===== src/etdc_pkg.sv =====
// Package for the dual-channel edge-triggered capture block.
// Holds field widths, reset values, request and register codes and the status struct.
// No dependencies; used by every module under src.
package etdc_pkg;

  localparam int SAMPLE_W = 16;
  localparam int POS_W    = 10;
  localparam int RIDX_W   = 9;
  localparam int OP_W     = 2;
  localparam int CFG_W    = 16;

  localparam int BUFFER_DEPTH_DEF = 512;

  // Packed stream widths, padded to whole bytes
  localparam int IN_TDATA_W  = 48;
  localparam int OUT_TDATA_W = 112;

  localparam logic [SAMPLE_W-1:0] TRIG_LEVEL_RST = 16'd32768;
  localparam logic [POS_W-1:0]    CAP_LEN_RST    = 10'd402;
  localparam logic [SAMPLE_W-1:0] PEAK_HI_RST    = 16'd0;
  localparam logic [SAMPLE_W-1:0] PEAK_LO_RST    = 16'hFFFF;

  // Request kinds; code 3 is unused
  typedef enum logic [OP_W-1:0] {
    OP_START  = 2'd0,
    OP_SAMPLE = 2'd1,
    OP_READ   = 2'd2
  } op_t;

  typedef enum logic {
    REG_TRIGGER_LEVEL  = 1'b0,
    REG_CAPTURE_LENGTH = 1'b1
  } cfg_reg_t;

  // Status of one request, as reported in the result
  typedef struct packed {
    logic                done;
    logic                fired;
    logic                busy;
    logic [POS_W-1:0]    pos;
    logic [SAMPLE_W-1:0] ch1_hi;
    logic [SAMPLE_W-1:0] ch1_lo;
    logic [SAMPLE_W-1:0] ch2_hi;
    logic [SAMPLE_W-1:0] ch2_lo;
  } status_t;

  // Buffer write command from the capture control to the sample memory
  typedef struct packed {
    logic                en;
    logic [SAMPLE_W-1:0] ch1;
    logic [SAMPLE_W-1:0] ch2;
  } wr_cmd_t;

endpackage


===== src/etdc_capture.sv =====
// Capture control: run/arm state, write position, trigger detect and running extremes.
// Depends on etdc_pkg; drives the write side of etdc_sample_ram.
module etdc_capture #(
  parameter int BUFFER_DEPTH = etdc_pkg::BUFFER_DEPTH_DEF,
  parameter int AW           = $clog2(BUFFER_DEPTH)
) (
  input  logic                          clk,
  input  logic                          rst_n,
  input  logic                          step,
  input  logic [etdc_pkg::OP_W-1:0]     op,
  input  logic                          arm,
  input  logic [etdc_pkg::SAMPLE_W-1:0] ch1,
  input  logic [etdc_pkg::SAMPLE_W-1:0] ch2,
  input  logic [etdc_pkg::SAMPLE_W-1:0] trigger_level,
  input  logic [etdc_pkg::POS_W-1:0]    capture_length,
  output etdc_pkg::status_t             status_nxt,
  output etdc_pkg::wr_cmd_t             wr_cmd,
  output logic [AW-1:0]                 wr_addr
);

  localparam int XW = (AW > etdc_pkg::POS_W) ? AW : etdc_pkg::POS_W;

  logic [etdc_pkg::POS_W-1:0]    pos_r, pos_nxt, pos_inc;
  logic                          armed_r, armed_nxt;
  logic                          running_r, running_nxt;
  logic [etdc_pkg::SAMPLE_W-1:0] prev_ch1_r, prev_ch1_nxt;
  logic                          prev_valid_r, prev_valid_nxt;
  logic [etdc_pkg::SAMPLE_W-1:0] ch1_hi_r, ch1_hi_nxt, ch1_lo_r, ch1_lo_nxt;
  logic [etdc_pkg::SAMPLE_W-1:0] ch2_hi_r, ch2_hi_nxt, ch2_lo_r, ch2_lo_nxt;
  logic [31:0]                   limit;
  logic [XW-1:0]                 pos_x;
  logic                          fire, done;

  // Capture length clamped to the buffer depth
  assign limit = (32'(capture_length) > 32'(BUFFER_DEPTH)) ? 32'(BUFFER_DEPTH)
                                                           : 32'(capture_length);

  // Rising edge on channel 1 through the level
  assign fire = armed_r && (ch1 > trigger_level) && prev_valid_r &&
                (prev_ch1_r < trigger_level);

  assign pos_inc = fire ? etdc_pkg::POS_W'(1) : pos_r + etdc_pkg::POS_W'(1);

  // Next state for one request
  always_comb begin
    pos_nxt        = pos_r;
    armed_nxt      = armed_r;
    running_nxt    = running_r;
    prev_ch1_nxt   = prev_ch1_r;
    prev_valid_nxt = prev_valid_r;
    ch1_hi_nxt     = ch1_hi_r;
    ch1_lo_nxt     = ch1_lo_r;
    ch2_hi_nxt     = ch2_hi_r;
    ch2_lo_nxt     = ch2_lo_r;
    done           = 1'b0;
    case (op)
      etdc_pkg::OP_START: begin
        pos_nxt        = '0;
        armed_nxt      = arm;
        running_nxt    = 1'b1;
        prev_valid_nxt = 1'b0;
        ch1_hi_nxt     = etdc_pkg::PEAK_HI_RST;
        ch1_lo_nxt     = etdc_pkg::PEAK_LO_RST;
        ch2_hi_nxt     = etdc_pkg::PEAK_HI_RST;
        ch2_lo_nxt     = etdc_pkg::PEAK_LO_RST;
      end
      etdc_pkg::OP_SAMPLE: begin
        if (running_r) begin
          prev_ch1_nxt   = ch1;
          prev_valid_nxt = 1'b1;
          pos_nxt        = pos_inc;
          if (fire) begin
            armed_nxt  = 1'b0;
            ch1_hi_nxt = etdc_pkg::PEAK_HI_RST;
            ch1_lo_nxt = etdc_pkg::PEAK_LO_RST;
            ch2_hi_nxt = etdc_pkg::PEAK_HI_RST;
            ch2_lo_nxt = etdc_pkg::PEAK_LO_RST;
          end else begin
            ch1_hi_nxt = (ch1 > ch1_hi_r) ? ch1 : ch1_hi_r;
            ch1_lo_nxt = (ch1 < ch1_lo_r) ? ch1 : ch1_lo_r;
            ch2_hi_nxt = (ch2 > ch2_hi_r) ? ch2 : ch2_hi_r;
            ch2_lo_nxt = (ch2 < ch2_lo_r) ? ch2 : ch2_lo_r;
          end
          if (32'(pos_inc) >= limit) begin
            running_nxt = 1'b0;
            done        = 1'b1;
          end
        end
      end
      default: begin
      end
    endcase
  end

  // Result status
  always_comb begin
    status_nxt.done   = done;
    status_nxt.fired  = (op == etdc_pkg::OP_SAMPLE) && running_r && fire;
    status_nxt.busy   = running_nxt;
    status_nxt.pos    = pos_nxt;
    status_nxt.ch1_hi = ch1_hi_nxt;
    status_nxt.ch1_lo = ch1_lo_nxt;
    status_nxt.ch2_hi = ch2_hi_nxt;
    status_nxt.ch2_lo = ch2_lo_nxt;
  end

  // Buffer write at the current position
  assign pos_x      = XW'(pos_r);
  assign wr_addr    = pos_x[AW-1:0];
  assign wr_cmd.en  = step && (op == etdc_pkg::OP_SAMPLE) && running_r &&
                      (32'(pos_r) < 32'(BUFFER_DEPTH));
  assign wr_cmd.ch1 = ch1;
  assign wr_cmd.ch2 = ch2;

  // State registers
  always_ff @(posedge clk) begin
    if (!rst_n) begin
      pos_r        <= '0;
      armed_r      <= 1'b0;
      running_r    <= 1'b0;
      prev_ch1_r   <= '0;
      prev_valid_r <= 1'b0;
      ch1_hi_r     <= etdc_pkg::PEAK_HI_RST;
      ch1_lo_r     <= etdc_pkg::PEAK_LO_RST;
      ch2_hi_r     <= etdc_pkg::PEAK_HI_RST;
      ch2_lo_r     <= etdc_pkg::PEAK_LO_RST;
    end else if (step) begin
      pos_r        <= pos_nxt;
      armed_r      <= armed_nxt;
      running_r    <= running_nxt;
      prev_ch1_r   <= prev_ch1_nxt;
      prev_valid_r <= prev_valid_nxt;
      ch1_hi_r     <= ch1_hi_nxt;
      ch1_lo_r     <= ch1_lo_nxt;
      ch2_hi_r     <= ch2_hi_nxt;
      ch2_lo_r     <= ch2_lo_nxt;
    end
  end

endmodule

===== config.mk =====
export PLATFORM = sky130hd
export DESIGN_NAME = etdc_capture
export DESIGN_NICKNAME = d
export VERILOG_FILES = /design/src/etdc_pkg.sv /design/src/etdc_capture.sv
export SDC_FILE = /design/constraint.sdc
export NUM_CORES = 1
export LEC_CHECK = 0
export BUFFER_PORTS_ARGS = -buffer_cell sky130_fd_sc_hd__buf_2
export CAP_MARGIN = 20
export CORE_UTILIZATION = 33
export DETAILED_ROUTE_END_ITERATION = 16
export PLACE_DENSITY = 0.57
export RECOVER_POWER = 25
export SETUP_SLACK_MARGIN = 0.3
export SLEW_MARGIN = 20
export SYNTH_ARGS = -nofsm -noshare
export SYNTH_HDL_FRONTEND = slang
export SYNTH_SLANG_ARGS = --single-unit

===== constraint.sdc =====
create_clock -name clk -period 7.4 [get_ports clk]
set_input_delay 0.37 -clock clk [delete_from_list [all_inputs] [get_ports clk]]
set_output_delay 0.37 -clock clk [all_outputs]
set_load 0.05 [all_outputs]

# --- Word level (Yosys, flattened, before mapping) ---
# Cells that the tools add are included.
classes:
  n_mux: 31
  n_addsub: 1
  reduce_logical: 13
  eq_ne: 3
  order_cmp: 9
op_table:
  columns: ["cell", "n"]
  rows:
  - ["two-way mux 16 bit", 12]
  - ["one-hot mux 16 bit (2 select lines)", 4]
  - ["greater-than comparator 16 bit", 3]
  - ["< comparator 16 bit", 3]
  - ["two-way mux 10 bit", 3]
  - ["one-hot mux 10 bit (2 select lines)", 1]
  - ["adder 10 x 1 -> 10 bit (second input constant)", 1]
  - ["greater-or-equal comparator 10 bit", 1]
  - ["greater-than comparator 10 bit (second input constant)", 1]
  - ["< comparator 10 bit (second input constant)", 1]
  - ["logical AND 1 bit", 8]
  - ["two-way mux 1 bit", 8]
  - ["one-hot mux 1 bit (2 select lines)", 3]
  - ["AND reduction 3 bit", 2]
  - ["inequality test 2 bit (second input constant)", 2]
  - ["AND reduction 4 bit", 1]
  - ["equality test 2 x 1 -> 1 bit (second input constant)", 1]
  - ["logical NOT 2 bit", 1]
  - ["nonzero test 2 bit", 1]
totals:
  out_inout_bits: 119
  input_bits: 64
  reg_bits: 93
  wordCells: 66

# --- Longest topological paths before layout ---
logic_depth:
  depth_word: 9
  mapped_depth: 20
  depth_no_buf: 16

# --- Least setup slack after synthesis ---
# OpenSTA, ideal clock, no wires.
synth_timing:
  path_type: "in2out"
  startpoint: "input port trigger_level[7] (netlist name)"
  endpoint: "output port status_nxt[74] (netlist name)"
  path_buffers: 4
  setup_slack_ps: 3644
  cell_stages: 18
  required_ps: 7030
  arrival_time_ps: 3386
  cell_sequence: "inv_1 -> ha_1 -> a21oi_1 -> o21ai_0 -> a221o_1 -> a221o_1 -> buf_6 -> nand3_4 -> buf_8 -> buf_2 -> a21boi_0 -> ha_1 -> nor2b_1 -> o21ai_0 -> a211o_1 -> a21oi_1 -> o21ai_0 -> buf_4"
synth_via:
  elab_chain_cells: 9
  elab_cells_between_ends: 10
  cone_classes: "3 x order compare; 4 x mux; 3 x reduce/logical"
synth_lines:
  columns: ["item", "line", "source"]
  rows:
  - ["start, declared", "etdc_capture.sv:14", "input logic [etdc_pkg::SAMPLE_W-1:0] trigger_level,"]
  - ["greater-than comparator 16 bit", "etdc_capture.sv:39", "assign fire = armed_r && (ch1 > trigger_level) && prev_valid_r &&"]
  - ["logical AND 1 bit (2 in a row)", "etdc_capture.sv:39", null]
  - ["logical AND 1 bit *", "etdc_capture.sv:39", null]
  - ["two-way mux 10 bit *", "etdc_capture.sv:42", "assign pos_inc = fire ? etdc_pkg::POS_W'(1) : pos_r + etdc_pkg::POS_W'(1);"]
  - ["greater-or-equal comparator 10 bit *", "etdc_capture.sv:84", "if (32'(pos_inc) >= limit) begin"]
  - ["two-way mux 1 bit *", "etdc_capture.sv:84", null]
  - ["two-way mux 1 bit *", "etdc_capture.sv:68", "if (running_r) begin"]
  - ["one-hot mux 1 bit (2 select lines) *", "etdc_capture.sv:56", "case (op)"]
  - ["end, declared", "etdc_capture.sv:16", "output etdc_pkg::status_t status_nxt,"]
# Mark *: on every way between the ends. The rest lies on a longest branch, timed or not.

==> impl_metrics.ini <==
[outcome]
status = finished clean

[critical_path]
reg2regPathDepth = 15
crit_type = input pin to output port
worstPathArrival_ns = 4.18
crit_path_cell_trace = buf_2, ha_1, and4_1, and4bb_4, a211oi_4, nand3_4, and2_1, ha_1, nand2b_1, a21oi_1, nor2b_1, o21ai_0, a211o_1, a21oi_1, o21a_1, buf_2
critPathSlowestCell = nand3_4
cp_max_fo = 37
cp.required_ns = 7.03
cp_slowest_stage_delay_ns = 0.51
worstSetupStartpointType = input pin
end_kind = output port

[logic_synthesis]
ys_types = 62
synth_largest_area_cell = dfxtp_1
async_reset_ff_share_pct = 0
synth_edf_count = 0
syn_area_um2 = 7325
synth_top_area_share_pct = 25.42
ys.flop_type = dfxtp_1
ys_seq_area_share_pct = 25.42
synth_warnings = 0
avgSynthCellArea_um2 = 8.730
syn_nets = 1007
ys_ff_latch = 93
synthTopCellsByArea = dfxtp_1 (25%), ha_1 (18%), a22o_1 (7.7%)
syn_inst = 839

[pwr]
p_per_area_nw_per_um2 = 162.5
power_w = 0.001348
leakage_nw = 3.687
ir_worst_vdd_v = 0.0001355

[global_routing]
grt_pass1_vias = 6179
grt_usage_pct = 19.82
grt_antenna_before_repair = 1
grt_max_degree = 38
grt-ovfl-total = 0
grt_pass1_wl_um = 34390

[finish]
antenna_cells = 0
final_cell_mix = buf_2 (141), ha_1 (104), dfxtp_1 (93)
mostFrequentLayoutCell = buf_2
nets = 1120
fin_cells = 1237
synthToLayoutAreaGrowth_pct = 13.31
nFillCells = 2305
layout-drive-gt1-share_pct = 19.54

[cts]
clk-insertion-delay-late_ns = 0.37
cts_resized = 0
cts_max_level = 3
holdBufCountCts = 0
cts.path.max_buffers = 2
clk_pin_slew_worst_paths_ns = 0.07
cts_tree = yes
clkSinkCount = 93
cts-root-buf = clkbuf_16
postCtsSetupBuffers = 0
cts_made_buffers = 9

[timing]
fin_crit_ns = 4.549
fin_setup_tns_ns = 0
finalSetupViolCount = 0
finalCritPeriodShare_pct = 61.47
slew_viol_final = 0
relSlewSlack_pct = 11.65
clock_skew_ns = 0.01429
hold_viol_final = 0
fmax_mhz = 219.8
rsz0062_at_grt = false
tightestPinTransition_ns = 1.325

[detailed_routing]
antenna_left = 0
wl_um = 22160
drt_iter0_drc = 351
drc_errors = 0
vias_per_cell = 5.378
num_vias = 6652
firstDrtPassIters = 6
wl_per_cell_um = 17.91

[floorplanning]
dieWidth_um = 151.0
core_area_um2 = 21820
fp-row-count = 54
die_area_um2 = 22800
die_h_um = 151.0
io_pins = 183
start_util_pct = 33.56

[placement]
place_inst = 1221
gp_congestion = 0.9137
port_buffers = 182
dp_hpwl_um = 16400

[min_path]
hp-class = input pin to register
holdPathStages = 2

[flow_run]
max-cap-violations = 0
[final cells by class]
class,count,area (um2),area share (%)
multi-input cells,582,4589,55.30
clock inverters,7,93.84,1.131
repair buffers,184,870.8,10.49
well taps,280,350.3,4.221
flip-flops and latches,93,1862,22.43
inverters,82,307.8,3.709
clock buffers,9,225.2,2.714
[per-layer routing]
| metal | track usage, % | vias up | wire, um |
|---|---|---|---|
| li1 | - | 3311 | - |
| met1 | 25.92 | 3123 | 10450 |
| met2 | 33.33 | 198 | 10140 |
| met3 | 4.337 | 18 | 1349 |
| met4 | 3.900 | 2 | 206 |
| met5 | 0 | - | 13 |
[state kept, by name, summed over array words and instances (netlist names)]
register	flops
ch2_lo_r	16
prev_ch1_r	16
ch2_hi_r	16
prev_valid_r	1
ch1_lo_r	16
armed_r	1
running_r	1
pos_r	10
ch1_hi_r	16
[report_power, final]
group | switching [W] | internal [W] | total, W
logic | 0.000232 | 0.0000901 | 0.000322
clock network | 0.000238 | 0.000272 | 0.000510
registers | 0.00000704 | 0.000509 | 0.000516
total | 0.000477 | 0.000871 | 0.00135
[critical path: cells and delay by family]
family                   cells  cell delay (ns)
AO/OA/AOI/OAI                6             1.24
buffers and inverters        2             0.49
adder cells (fa/ha/maj)      2             0.56
AND/OR/NAND/NOR              6             1.51
[cells in the mapped netlist (8+ instances only)]
| cell | instances |
|---|---|
| o211ai_1 | 10 |
| o22a_1 | 64 |
| and3_1 | 8 |
| a211oi_1 | 8 |
| dfxtp_1 | 93 |
| o21ai_0 | 25 |
| nand2_1 | 67 |
| buf_4 | 49 |
| ha_1 | 104 |
| a31oi_1 | 22 |
| inv_1 | 82 |
| nand4_1 | 14 |
| clkbuf_1 | 17 |
| a21oi_1 | 50 |
| nor2_1 | 32 |
| a22o_1 | 64 |
| nand3_1 | 18 |
[logic make-up after synthesis]
| logic type | Yosys count | synth area share, % |
|---|---|---|
| buffers and inverters | 164 | 11.89 |
| DFF | 93 | 25.42 |
| AOI/OAI and AO/OA | 290 | 30.63 |
| adders and majority gates | 104 | 17.77 |
| and+or+nand+nor | 181 | 13.46 |
| xor gates and xnor gates | 7 | 0.8371 |
[worst paths after layout]
path | startpoint | to | slack [ns]
setup / recovery | ch1[15] | status_nxt[76] | 2.85
hold / removal | ch2[0] | ch2_lo_r[0]$_SDFFE_PN1P_ | 0.30
setup reg to reg | prev_ch1_r[11]$_SDFFE_PN0P_ | running_r$_SDFFE_PN0P_ | 3.77
hold reg to reg | prev_ch1_r[13]$_SDFFE_PN0P_ | prev_ch1_r[13]$_SDFFE_PN0P_ | 0.46
[stage by stage]
stage                     worst slack [ns]  util [%]  instance area [um2]  hold slack [ns]
after floorplan                      3.644         -                 7325           0.4367
after global placement               2.970     36.83                 8038           0.4495
after detailed placement             2.886     36.83                 8038           0.4516
after CTS                            2.881     38.29                 8357           0.2936
after global routing                 2.499     38.03                 8299           0.2996
final                                2.851     38.03                 8299           0.2999
Note: power is estimated with default switching activity, not from simulation.
